==> config.mk <==
export PLATFORM = sky130hd
export DESIGN_NAME = kway_heap_merge
export DESIGN_NICKNAME = d
export VERILOG_FILES = /design/src/rtl/core/kwhm_pkg.sv /design/src/rtl/core/kwhm_ctrl.sv /design/src/rtl/core/kwhm_dp.sv /design/src/rtl/core/kway_heap_merge.sv
export VERILOG_INCLUDE_DIRS = /design/src /design/src/rtl/core
export SDC_FILE = /design/constraint.sdc
export NUM_CORES = 1
export LEC_CHECK = 0
export BUFFER_PORTS_ARGS = -buffer_cell sky130_fd_sc_hd__buf_4
export CAP_MARGIN = 25
export CORE_MARGIN = 2
export CORE_UTILIZATION = 45
export CTS_CLUSTER_SIZE = 28
export DETAILED_ROUTE_END_ITERATION = 7
export MAX_ROUTING_LAYER = met4
export PLACE_DENSITY = 0.67
export SETUP_SLACK_MARGIN = 0.4
export SLEW_MARGIN = 15
export SYNTH_ARGS = -nofsm -noshare
export SYNTH_HDL_FRONTEND = slang
export SYNTH_SLANG_ARGS = --single-unit
==> constraint.sdc <==
create_clock -name clk_i -period 11.75 [get_ports clk_i]
set_input_delay 0.5875 -clock clk_i [delete_from_list [all_inputs] [get_ports clk_i]]
set_output_delay 0.5875 -clock clk_i [all_outputs]
set_load 0.02 [all_outputs]
==> src/rtl/core/kway_heap_merge_defines.svh <==
// assertion macros for the k-way merge block
// used by the top level only, relies on clk_i and rst_ni in scope
`ifndef KWAY_HEAP_MERGE_DEFINES_SVH
`define KWAY_HEAP_MERGE_DEFINES_SVH

// same-cycle implication
`define KWHM_ASSERT_NOW(lbl, ante, cons) \
  lbl: assert property (@(posedge clk_i) disable iff (!rst_ni) (ante) |-> (cons)) \
    else $error("kway_heap_merge assertion failed");

// next-cycle implication
`define KWHM_ASSERT_NEXT(lbl, ante, cons) \
  lbl: assert property (@(posedge clk_i) disable iff (!rst_ni) (ante) |=> (cons)) \
    else $error("kway_heap_merge assertion failed");

`endif

==> src/rtl/core/kwhm_pkg.sv <==
// shared types, sizes and key function of the k-way merge block
// no dependencies
`timescale 1ns / 1ps

package kwhm_pkg;

  localparam int unsigned RUNS    = 16;
  localparam int unsigned IDX_W   = $clog2(RUNS);
  localparam int unsigned CNT_W   = $clog2(RUNS + 1);
  localparam int unsigned RUN_W   = 4;
  localparam int unsigned FUNC_W  = 2;
  localparam int unsigned COORD_W = 32;

  typedef enum logic [FUNC_W-1:0] {
    FUNC_PRIME   = 2'd0,
    FUNC_INS_POP = 2'd1,
    FUNC_POP     = 2'd2,
    FUNC_NOP     = 2'd3
  } func_e;

  typedef enum logic [2:0] {
    S_IDLE,
    S_STORE,
    S_READ0,
    S_SCAN,
    S_MOVE,
    S_EMPTY
  } state_e;

  typedef struct packed {
    logic capture;
    logic store;
    logic scan_init;
    logic scan_read;
    logic scan_cmp;
    logic pop;
    logic empty;
  } dp_cmd_t;

  typedef struct packed {
    func_e            func;
    logic             empty;
    logic             more;
    logic             scan_last;
    logic             out_free;
    logic [CNT_W-1:0] count;
  } dp_status_t;

  // float bit pattern to unsigned key in float order, both zeros equal
  function automatic logic [COORD_W-1:0] order_key(input logic [COORD_W-1:0] b);
    logic [COORD_W-1:0] v;
    v = b;
    if (v == {1'b1, {(COORD_W-1){1'b0}}}) begin
      v = '0;
    end
    if (v[COORD_W-1]) begin
      return ~v;
    end
    return v | {1'b1, {(COORD_W-1){1'b0}}};
  endfunction

endpackage

==> src/rtl/core/kwhm_ctrl.sv <==
// sequencer of the k-way merge block: store, linear min scan, pop
// depends on kwhm_pkg
`timescale 1ns / 1ps

module kwhm_ctrl
  import kwhm_pkg::*;
(
  input  logic       clk_i,
  input  logic       rst_ni,
  input  logic       in_valid_i,
  output logic       in_ready_o,
  input  dp_status_t status_i,
  output dp_cmd_t    cmd_o
);

  state_e state_q, state_d;

  always_ff @(posedge clk_i or negedge rst_ni) begin
    if (!rst_ni) begin
      state_q <= S_IDLE;
    end else begin
      state_q <= state_d;
    end
  end

  always_comb begin
    state_d    = state_q;
    cmd_o      = '0;
    in_ready_o = 1'b0;
    case (state_q)
      S_IDLE: begin
        in_ready_o = 1'b1;
        if (in_valid_i) begin
          cmd_o.capture = 1'b1;
          state_d       = S_STORE;
        end
      end
      S_STORE: begin
        cmd_o.store     = (status_i.func == FUNC_PRIME) ||
                          (status_i.func == FUNC_INS_POP);
        cmd_o.scan_init = 1'b1;
        case (status_i.func)
          FUNC_INS_POP: state_d = S_READ0;
          FUNC_POP:     state_d = status_i.empty ? S_EMPTY : S_READ0;
          default:      state_d = S_IDLE;
        endcase
      end
      S_READ0: begin
        cmd_o.scan_read = 1'b1;
        state_d         = S_SCAN;
      end
      S_SCAN: begin
        cmd_o.scan_cmp  = 1'b1;
        cmd_o.scan_read = status_i.more;
        if (status_i.scan_last) begin
          state_d = S_MOVE;
        end
      end
      S_MOVE: begin
        if (status_i.out_free) begin
          cmd_o.pop = 1'b1;
          state_d   = S_IDLE;
        end
      end
      S_EMPTY: begin
        if (status_i.out_free) begin
          cmd_o.empty = 1'b1;
          state_d     = S_IDLE;
        end
      end
      default: state_d = S_IDLE;
    endcase
  end

endmodule

==> src/rtl/core/kwhm_dp.sv <==
// datapath of the k-way merge block: head store, scan compare, output register
// depends on kwhm_pkg
`timescale 1ns / 1ps

module kwhm_dp
  import kwhm_pkg::*;
(
  input  logic               clk_i,
  input  logic               rst_ni,
  input  dp_cmd_t            cmd_i,
  output dp_status_t         status_o,
  input  logic               cfg_we_i,
  input  logic               cfg_sort_by_x_i,
  input  logic [FUNC_W-1:0]  func_i,
  input  logic [RUN_W-1:0]   run_index_i,
  input  logic [COORD_W-1:0] x_bits_i,
  input  logic [COORD_W-1:0] y_bits_i,
  input  logic               out_ready_i,
  output logic               out_valid_o,
  output logic [COORD_W-1:0] out_x_bits_o,
  output logic [COORD_W-1:0] out_y_bits_o,
  output logic [RUN_W-1:0]   out_run_o,
  output logic               last_o,
  output logic               status_bit_o
);

  logic [COORD_W-1:0] mem_x [RUNS];
  logic [COORD_W-1:0] mem_y [RUNS];
  logic [RUN_W-1:0]   mem_run [RUNS];

  logic               sort_by_x_q;
  func_e              func_q;
  logic [RUN_W-1:0]   run_q;
  logic [COORD_W-1:0] x_q, y_q;
  logic [CNT_W-1:0]   count_q, count_d;
  logic [CNT_W-1:0]   rd_addr_q;
  logic [IDX_W-1:0]   rd_idx_q;
  logic [COORD_W-1:0] rd_x_q, rd_y_q;
  logic [RUN_W-1:0]   rd_run_q;
  logic [IDX_W-1:0]   best_idx_q;
  logic [COORD_W-1:0] best_key_q, best_x_q, best_y_q;
  logic [RUN_W-1:0]   best_run_q;
  logic               out_valid_q;
  logic [COORD_W-1:0] out_x_q, out_y_q;
  logic [RUN_W-1:0]   out_run_q;
  logic               out_last_q, out_status_q;

  logic               not_full;
  logic [CNT_W-1:0]   count_m1;
  logic [COORD_W-1:0] rd_key;
  logic               take;
  logic               wr_en;
  logic [IDX_W-1:0]   wr_addr;
  logic [COORD_W-1:0] wr_x, wr_y;
  logic [RUN_W-1:0]   wr_run;

  assign not_full = count_q < CNT_W'(RUNS);
  assign count_m1 = count_q - CNT_W'(1);
  assign rd_key   = order_key(sort_by_x_q ? rd_x_q : rd_y_q);
  assign take     = (rd_idx_q == '0) || (rd_key < best_key_q) ||
                    ((rd_key == best_key_q) && (rd_run_q < best_run_q));

  // single write port: store at the tail, or move the tail into the hole
  always_comb begin
    wr_en   = 1'b0;
    wr_addr = count_q[IDX_W-1:0];
    wr_x    = x_q;
    wr_y    = y_q;
    wr_run  = run_q;
    if (cmd_i.store && not_full) begin
      wr_en = 1'b1;
    end else if (cmd_i.pop && (CNT_W'(best_idx_q) != count_m1)) begin
      wr_en   = 1'b1;
      wr_addr = best_idx_q;
      wr_x    = rd_x_q;
      wr_y    = rd_y_q;
      wr_run  = rd_run_q;
    end
  end

  always_ff @(posedge clk_i) begin
    if (wr_en) begin
      mem_x[wr_addr]   <= wr_x;
      mem_y[wr_addr]   <= wr_y;
      mem_run[wr_addr] <= wr_run;
    end
  end

  always_ff @(posedge clk_i) begin
    if (cmd_i.scan_read) begin
      rd_x_q   <= mem_x[rd_addr_q[IDX_W-1:0]];
      rd_y_q   <= mem_y[rd_addr_q[IDX_W-1:0]];
      rd_run_q <= mem_run[rd_addr_q[IDX_W-1:0]];
      rd_idx_q <= rd_addr_q[IDX_W-1:0];
    end
  end

  // captured word, running minimum and output register
  always_ff @(posedge clk_i) begin
    if (cmd_i.capture) begin
      func_q <= func_e'(func_i);
      run_q  <= run_index_i;
      x_q    <= x_bits_i;
      y_q    <= y_bits_i;
    end
    if (cmd_i.scan_cmp && take) begin
      best_idx_q <= rd_idx_q;
      best_key_q <= rd_key;
      best_run_q <= rd_run_q;
      best_x_q   <= rd_x_q;
      best_y_q   <= rd_y_q;
    end
    if (cmd_i.pop) begin
      out_x_q      <= best_x_q;
      out_y_q      <= best_y_q;
      out_run_q    <= best_run_q;
      out_last_q   <= (count_m1 == '0);
      out_status_q <= 1'b0;
    end else if (cmd_i.empty) begin
      out_x_q      <= '0;
      out_y_q      <= '0;
      out_run_q    <= '0;
      out_last_q   <= 1'b0;
      out_status_q <= 1'b1;
    end
  end

  always_comb begin
    count_d = count_q;
    if (cmd_i.store && not_full) begin
      count_d = count_q + CNT_W'(1);
    end else if (cmd_i.pop) begin
      count_d = count_m1;
    end
  end

  always_ff @(posedge clk_i or negedge rst_ni) begin
    if (!rst_ni) begin
      sort_by_x_q <= 1'b1;
      count_q     <= '0;
      rd_addr_q   <= '0;
      out_valid_q <= 1'b0;
    end else begin
      if (cfg_we_i) begin
        sort_by_x_q <= cfg_sort_by_x_i;
      end
      count_q <= count_d;
      if (cmd_i.scan_init) begin
        rd_addr_q <= '0;
      end else if (cmd_i.scan_read) begin
        rd_addr_q <= rd_addr_q + CNT_W'(1);
      end
      if (cmd_i.pop || cmd_i.empty) begin
        out_valid_q <= 1'b1;
      end else if (out_ready_i) begin
        out_valid_q <= 1'b0;
      end
    end
  end

  assign status_o.func      = func_q;
  assign status_o.empty     = (count_q == '0);
  assign status_o.more      = (rd_addr_q < count_q);
  assign status_o.scan_last = (CNT_W'(rd_idx_q) == count_m1);
  assign status_o.out_free  = !out_valid_q || out_ready_i;
  assign status_o.count     = count_q;

  assign out_valid_o  = out_valid_q;
  assign out_x_bits_o = out_x_q;
  assign out_y_bits_o = out_y_q;
  assign out_run_o    = out_run_q;
  assign last_o       = out_last_q;
  assign status_bit_o = out_status_q;

endmodule

==> src/rtl/core/kway_heap_merge.sv <==
// top level of the k-way merge block: sequencer plus datapath
// depends on kwhm_pkg, kwhm_ctrl, kwhm_dp and kway_heap_merge_defines.svh
//
// input channel (in_valid_i/in_ready_o) takes one word: func_i, run_index_i,
// x_bits_i, y_bits_i. func 0 primes a run head, func 1 inserts the next head
// of the last popped run and pops, func 2 only pops, func 3 is ignored.
// output channel (out_valid_o/out_ready_i) returns one word per pop: point,
// run, last (store empty afterwards) and status (1 when nothing was stored).
// config channel (cfg_valid_i/cfg_ready_o) writes sort_by_x, always ready;
// write it only between words.
// a pop scans the n stored heads one per cycle through the head memory read
// port, then moves the minimum into the output register once that is free;
// the next word is taken only after that. a prime passes capture and store,
// an empty pop capture, store and the empty state.
// reset empties the store and selects x order. a result waits in the output
// register while the receiver stalls; a prime is still taken then, a pop
// waits until the register frees.
`timescale 1ns / 1ps
`include "kway_heap_merge_defines.svh"

module kway_heap_merge
  import kwhm_pkg::*;
(
  input  logic               clk_i,
  input  logic               rst_ni,
  input  logic               cfg_valid_i,
  output logic               cfg_ready_o,
  input  logic               cfg_sort_by_x_i,
  input  logic               in_valid_i,
  output logic               in_ready_o,
  input  logic [FUNC_W-1:0]  func_i,
  input  logic [RUN_W-1:0]   run_index_i,
  input  logic [COORD_W-1:0] x_bits_i,
  input  logic [COORD_W-1:0] y_bits_i,
  output logic               out_valid_o,
  input  logic               out_ready_i,
  output logic [COORD_W-1:0] out_x_bits_o,
  output logic [COORD_W-1:0] out_y_bits_o,
  output logic [RUN_W-1:0]   out_run_o,
  output logic               last_o,
  output logic               status_o
);

  dp_cmd_t    cmd;
  dp_status_t st;

  assign cfg_ready_o = 1'b1;

  kwhm_ctrl u_ctrl (
    .clk_i      (clk_i),
    .rst_ni     (rst_ni),
    .in_valid_i (in_valid_i),
    .in_ready_o (in_ready_o),
    .status_i   (st),
    .cmd_o      (cmd)
  );

  kwhm_dp u_dp (
    .clk_i           (clk_i),
    .rst_ni          (rst_ni),
    .cmd_i           (cmd),
    .status_o        (st),
    .cfg_we_i        (cfg_valid_i),
    .cfg_sort_by_x_i (cfg_sort_by_x_i),
    .func_i          (func_i),
    .run_index_i     (run_index_i),
    .x_bits_i        (x_bits_i),
    .y_bits_i        (y_bits_i),
    .out_ready_i     (out_ready_i),
    .out_valid_o     (out_valid_o),
    .out_x_bits_o    (out_x_bits_o),
    .out_y_bits_o    (out_y_bits_o),
    .out_run_o       (out_run_o),
    .last_o          (last_o),
    .status_bit_o    (status_o)
  );

  `KWHM_ASSERT_NOW(a_count_bound, 1'b1, st.count <= CNT_W'(RUNS))
  `KWHM_ASSERT_NOW(a_empty_word_clear, out_valid_o && status_o, (out_run_o == '0) && !last_o && (out_x_bits_o == '0))
  `KWHM_ASSERT_NEXT(a_one_word_at_a_time, in_valid_i && in_ready_o, !in_ready_o)
  `KWHM_ASSERT_NEXT(a_prime_grows, in_valid_i && in_ready_o && (func_i == FUNC_PRIME) && (st.count < CNT_W'(RUNS)), ##1 (st.count == $past(st.count, 2) + CNT_W'(1)))

endmodule

# Word-level counts from Yosys, hierarchy flattened
# Memories as Yosys holds them, arrays and structs flattened. A register that Yosys moved wholly into a read port is not among the register bits.
# Cells that the tools add are included.
classes:
  add_sub_neg: 3
  multipliers: 0
  div_mod_pow: 0
  n_lt_le_gt_ge: 4
  eq_ne: 14
  shifts: 0
  muxes: 45
  n_bitwise: 1
  reduce_logical: 21
ops:
  columns: ["op", "n"]
  rows:
  - ["$mux W32", 11]
  - ["$eq A32 B32 Y1", 1]
  - ["$eq A32 B32 Y1 const B", 1]
  - ["$lt A32 B32 Y1", 1]
  - ["$not A32 Y32", 1]
  - ["$mux W4", 6]
  - ["$mux W5", 4]
  - ["$mux W1", 16]
  - ["$pmux W3 S5", 1]
  - ["$mux W3", 4]
  - ["$add A5 B1 Y5 const B", 2]
  - ["$logic_not A5 Y1", 2]
  - ["$reduce_bool A2 Y1", 4]
  - ["$eq A3 B2 Y1 const B", 2]
  - ["$eq A3 B3 Y1 const B", 2]
  - ["$pmux W3 S2", 1]
  - ["$eq A4 B5 Y1", 1]
  - ["$logic_or A1 B1 Y1", 5]
  - ["$lt A5 B5 Y1", 1]
  - ["$lt A5 B5 Y1 const B", 1]
  - ["$ne A4 B5 Y1", 1]
  - ["$sub A5 B1 Y5 const B", 1]
  - ["$logic_and A1 B1 Y1", 4]
  - ["$logic_not A4 Y1", 1]
  - ["13 further kinds", 14]
totals:
  ff_bits: 263
  latchBits: 0
  mem_bits_rw: 1088
  rom_bits: 0
  out_inout_bits: 73
  wordCells: 111
  memories: 3
memory_table:
  columns: ["name", "depth", "word_bits", "rd", "rd_ports_with_merged_regs", "wr", "line_no", "source"]
  rows:
  - ["u_dp.mem_x", 16, 32, 1, 1, 1, "kwhm_dp.sv:27", "logic [COORD_W-1:0] mem_x [RUNS];"]
  - ["u_dp.mem_y", 16, 32, 1, 1, 1, "kwhm_dp.sv:28", "logic [COORD_W-1:0] mem_y [RUNS];"]
  - ["u_dp.mem_run", 16, 4, 1, 1, 1, "kwhm_dp.sv:29", "logic [RUN_W-1:0] mem_run [RUNS];"]

# Longest topological paths before layout
logic_depth:
  word_depth: 10
  mapped_depth: 15
  depth_no_buf: 12

# Cells and area by module
# From an unflattened synthesis, not the netlist that was laid out.
hier_totals:
  hier_cells: 2382
  hier_area_um2: 55015.3
modules_own_cells:
  columns: ["mod", "n_inst", "cells_each", "area_each_um2"]
  rows:
  - ["kwhm_dp", 1, 2342, 54664.9]
  - ["kwhm_ctrl", 1, 38, 339.1]
  - ["kway_heap_merge", 1, 2, 11.3]

# Worst setup path after synthesis
# OpenSTA, ideal clock, no wires.
synth_path:
  path_type: "register to register"
  start: "register u_dp.sort_by_x_q"
  end: "register u_dp.best_idx_q[0], enable pin"
  setup_time_ns: 0.603
  arrival_ns: 7.845
  path_slack_ns: 3.302
  stages_incl_launch_ff: 13
  period_less_slack_ns: 8.448
  cell_sequence: "dfstp_2 buf_1 mux2i_1 nand3b_1 a211oi_2 buf_2 nor2_1 ha_1 a21o_1 a2111oi_0 o31a_1 o21ai_0 o22ai_1"
synth_via:
  elab_chain_len: 10
  elab_cells_between_ends: 13
synth_rtl:
  columns: ["item", "line_no", "source"]
  rows:
  - ["start: declaration", "kwhm_dp.sv:31", "logic sort_by_x_q;"]
  - ["start signal: assignment", "kwhm_dp.sv:145", "sort_by_x_q <= cfg_sort_by_x_i;"]
  - ["$mux W32 (*)", "kwhm_dp.sv:59", "assign rd_key = order_key(sort_by_x_q ? rd_x_q : rd_y_q);"]
  - ["$eq A32 B32 Y1", "kwhm_pkg.sv:53", "if (v == {1'b1, {(COORD_W-1){1'b0}}}) begin"]
  - ["$mux W32 (*)", "kwhm_pkg.sv:53", null]
  - ["$not A32 Y32", "kwhm_pkg.sv:57", "return ~v;"]
  - ["$mux W32", "kwhm_pkg.sv:56", "if (v[COORD_W-1]) begin"]
  - ["$mux W32 (*)", "kwhm_pkg.sv:59", "return v | {1'b1, {(COORD_W-1){1'b0}}};"]
  - ["named net u_dp.rd_key[27]", "kwhm_dp.sv:50", "logic [COORD_W-1:0] rd_key;"]
  - ["$lt A32 B32 Y1 or $eq A32 B32 Y1 (tied branches)", "kwhm_dp.sv:60, kwhm_dp.sv:61", null]
  - ["$logic_or A1 B1 Y1 or $logic_and A1 B1 Y1 (tied branches)", "kwhm_dp.sv:60, kwhm_dp.sv:61", null]
  - ["$logic_or A1 B1 Y1 (*)", "kwhm_dp.sv:60", "assign take = (rd_idx_q == '0) || (rd_key < best_key_q) ||"]
  - ["$logic_and A1 B1 Y1 (*)", "kwhm_dp.sv:106", "if (cmd_i.scan_cmp && take) begin"]
  - ["end signal: assignment", "kwhm_dp.sv:107", "best_idx_q <= rd_idx_q;"]
  - ["end: declaration", "kwhm_dp.sv:40", "logic [IDX_W-1:0] best_idx_q;"]
# The timed path passes the listed nets; every way through them passes the cells marked *. The select of a mux whose other input is x is not followed.
# A chain may end at the register's enable or synchronous reset.

# Worst setup path after layout
layout_path:
  start: "register u_dp.sort_by_x_q"
  end: "register u_dp.best_y_q[21], enable pin"
layout_via:
  elab_chain_len: 10
  elab_cells_between_ends: 13
layout_rtl:
  columns: ["item", "line_no", "source"]
  rows:
  - ["$mux W32 (*)", "kwhm_dp.sv:59", null]
  - ["$eq A32 B32 Y1", "kwhm_pkg.sv:53", null]
  - ["$mux W32 (*)", "kwhm_pkg.sv:53", null]
  - ["$not A32 Y32", "kwhm_pkg.sv:57", null]
  - ["$mux W32", "kwhm_pkg.sv:56", null]
  - ["$mux W32 (*)", "kwhm_pkg.sv:59", null]
  - ["named net u_dp.rd_key[31]", "kwhm_dp.sv:50", null]
  - ["$lt A32 B32 Y1 or $eq A32 B32 Y1 (tied branches)", "kwhm_dp.sv:60, kwhm_dp.sv:61", null]
  - ["$logic_or A1 B1 Y1 or $logic_and A1 B1 Y1 (tied branches)", "kwhm_dp.sv:60, kwhm_dp.sv:61", null]
  - ["$logic_or A1 B1 Y1 (*)", "kwhm_dp.sv:60", null]
  - ["$logic_and A1 B1 Y1 (*)", "kwhm_dp.sv:106", null]
  - ["end signal: assignment", "kwhm_dp.sv:111", "best_y_q <= rd_y_q;"]
  - ["end: declaration", "kwhm_dp.sv:41", "logic [COORD_W-1:0] best_key_q, best_x_q, best_y_q;"]
# Marks and branches as above.

==> results.py <==
metrics = {
    "logic_synthesis": {
        "postSynthAreaPerCell_um2": 22.87,
        "synth.top_cell.area_share_pct": 76.53,
        "synth_area_leaders": "edfxtp_1 77%, mux4_2 14%, mux2_4 1.8%",
        "synth-edff-count": 1403,
        "synthFlopType": "edfxtp_1",
        "synth_seq_cells": 1419,
        "synth_top_area_cell": "edfxtp_1",
        "seq_area_frac_synth_pct": 77.25,
        "synth.most_common_cell": "edfxtp_1",
        "syn_area_um2": 55050,
        "netlist_instances": 2407,
        "synthTopCellsByCount": "1,403 x edfxtp_1, 340 x mux4_2, 67 x and2_1",
        "synth_nets": 2529,
        "async_flop_share_pct": 1.057,
        "yosysWarnings": 0,
        "synth_cell_type_count": 64,
    },
    "clock_network": {
        "cts_buffers": 145,
        "path_clk_slew_ns": 0.06,
        "clk_latency_ns": 0.75,
        "cts_root_buffer": "clkbuf_16",
        "postCtsSetupBuffers": 0,
        "h-tree-depth": 4,
        "clock_sinks": 1419,
        "cts_tree": "done",
        "post_cts_resized": 0,
        "cts_buffer_depth": 3,
    },
    "floorplan": {
        "die_h_um": 353.8,
        "initial_core_util_pct": 45.29,
        "ioPinCount": 149,
        "die_area_um2": 125200,
        "die_x_um": 353.8,
        "num_rows": 128,
        "design.core.area_um2": 121600,
    },
    "grt": {
        "grt_pass1_vias": 26389,
        "grt_pass1_wl_um": 189200,
        "grt_antenna_before_repair": 5,
        "overflow": 0,
        "track_usage_pct": 21.73,
        "grt_max_degree": 102,
    },
    "sta": {
        "min_period_ns": 5.893,
        "tightest_slew_ns": 1.131,
        "drv_slew": 0,
        "rsz0062_at_grt": "no",
        "hold_violations": 0,
        "tns_ns": 0,
        "finalClockSkew_ns": 0.02681,
        "slew_headroom_pct": 24.63,
        "finalSetupViolations": 0,
        "post-route-period-util_pct": 50.15,
        "clock.fmax_mhz": 169.7,
    },
    "power": {
        "p_per_area_nw_per_um2": 230.1,
        "p_leak_nw": 20.34,
        "p_total_w": 0.01465,
        "ir_drop_v": 0.0001485,
    },
    "worst_hold_path": {
        "holdPathEnd": "u_dp.y_q[19]",
        "hold_depth": 1,
        "min_path_type": "input pin to flip-flop",
        "worstHoldStart": "y_bits_i[19]",
    },
    "critical_path": {
        "r2r_slack_ns": 5.86,
        "reg2reg_depth": 15,
        "crit_type": "flip-flop to flip-flop",
        "critPathMaxFanout": 59,
        "cp-end-kind": "flip-flop",
        "start_kind": "flip-flop",
        "arrival_ns": 6.25,
        "crit_required_ns": 12.11,
        "r2r-start": "u_dp.sort_by_x_q",
        "r2r_end": "u_dp.best_y_q[21]",
        "critPathMaxStageDelay_ns": 0.79,
        "crit_chain": "buf_4 > mux2i_4 > buf_4 > nand3b_1 > a211oi_2 > buf_4 > or2_1 > xor2_1 > ha_1 > nand4_1 > nor4_1 > nor3b_1 > a31oi_1 > o22ai_4 > buf_4",
        "critPathMostFrequentCell": "buf_4",
        "crit_path_top_delay_cell": "buf_4",
    },
    "layout": {
        "top_regs": "u_dp.mem_x (512), u_dp.mem_y (512), u_dp.mem_run (64)",
        "nNetsFinal": 2828,
        "seqCellArea_um2": 42540,
        "layout-drive-gt1-share_pct": 30.28,
        "layoutNonFillerInstCount": 4446,
        "area.growth.synth_to_final_pct": 15.65,
        "multi_input_area_um2": 12050,
        "num-fill-cells": 9163,
    },
    "drt": {
        "viasPerCell": 5.878,
        "drt_first_pass_iters": 8,
        "ant_nets": 0,
        "routed_wl_um": 131400,
        "drt_iter0_markers": 3263,
        "drcViolationCount": 0,
        "wl_per_cell_um": 29.57,
        "via_count": 26135,
    },
    "placed_design": {
        "dp_cells": 4119,
        "port_buffers": 147,
        "hpwl_um": 71280,
        "gp_congestion": 0.8948,
    },
    "flow_run": {
        "drv_cap": 0,
    },
    "run_status": {
        "outcome": "finished clean",
    },
}
[stage by stage]
step	worst slack [ns]	utilization (%)	instance area [µm²]	hold WS (ns)
final	5.857	52.38	63670	0.03665
after global routing	5.503	52.38	63670	0.01467
after CTS	5.853	52.35	63640	0.0007599
after detailed placement	5.887	48.00	58340	0.4750
after global placement	6.006	47.98	58320	0.4712
after floorplan	3.302	-	55050	0.2919
[timing repair]
item                       in CTS  in global routing
hold endpoints to repair       78                  0
hold buffers                   64                  0
setup endpoints to repair       0                  0
[cells in the final DEF (no fill, tap or decap), types with 29 or more instances in the layout]
| master | netlist | routed |
|---|---|---|
| clkinv_1 | 0 | 29 |
| nor2_1 | 58 | 57 |
| dlygate4sd3_1 | 0 | 64 |
| clkbuf_1 | 49 | 29 |
| mux4_2 | 340 | 340 |
| buf_4 | 10 | 197 |
| xnor2_1 | 36 | 36 |
| mux2i_1 | 34 | 33 |
| ha_1 | 46 | 46 |
| mux2_4 | 65 | 65 |
| clkbuf_16 | 0 | 151 |
| edfxtp_1 | 1403 | 1403 |
| inv_1 | 44 | 44 |
| and2_1 | 67 | 66 |
[logic make-up after synthesis]
logic type / Yosys count / share of synthesized area [%]
compound gates: 71 / 0.8978
other cells: 1 / 0.006812
xor+xnor: 46 / 0.7591
mux: 444 / 16.40
simple gates: 222 / 2.243
buf+inv: 158 / 1.395
flops: 1419 / 77.25
fa+ha+maj: 46 / 1.045
[final cells by class]
type,instances,share of cell area (%)
Timing Repair Buffer,265,3.478
Clock buffer,180,6.106
Antenna cell,1,0.003930
Clock inverter,81,1.205
Multi-Input combinational cell,830,18.93
Inverter,45,0.2653
Sequential cell,1419,66.82
Tap cell,1625,3.193
[worst max-delay path: cells and delay by family (launching register included)]
kind	cells	cell delay, ns
buf+inv	4	1.95
fa+ha+maj	1	0.31
mux	1	0.32
xor+xnor	1	0.19
compound gates	3	0.81
flops	1	0.51
simple gates	5	1.29
[worst max path at each step]
stage                           from            endpoint  slack, ns
finish              u_dp.sort_by_x_q   u_dp.best_y_q[21]       5.86
global route        u_dp.sort_by_x_q   u_dp.best_y_q[20]       5.50
CTS                 u_dp.sort_by_x_q   u_dp.best_y_q[20]       5.85
detailed placement  u_dp.sort_by_x_q   u_dp.best_x_q[20]       5.89
global placement    u_dp.sort_by_x_q   u_dp.best_x_q[20]       6.01
floorplan           u_dp.sort_by_x_q  u_dp.best_idx_q[0]       3.30
[per-layer routing]
layer / vias to the layer above / global-route usage (%) / share of wire, %
met5: - / - / 0
met4: 0 / 5.387 / 2.0
met3: 193 / 4.505 / 9.2
met2: 1340 / 32.56 / 47
met1: 13961 / 30.75 / 41
li1: 10641 / - / -
[power breakdown]
part / total [W] / leakage, nW / internal (W) / switching (W)
Clock: 0.00449 / 2.26 / 0.00260 / 0.00188
Sequential: 0.00699 / 12.9 / 0.00649 / 0.000504
Combinational: 0.00317 / 5.19 / 0.00141 / 0.00177
Note: power is estimated with default switching activity, not from simulation.
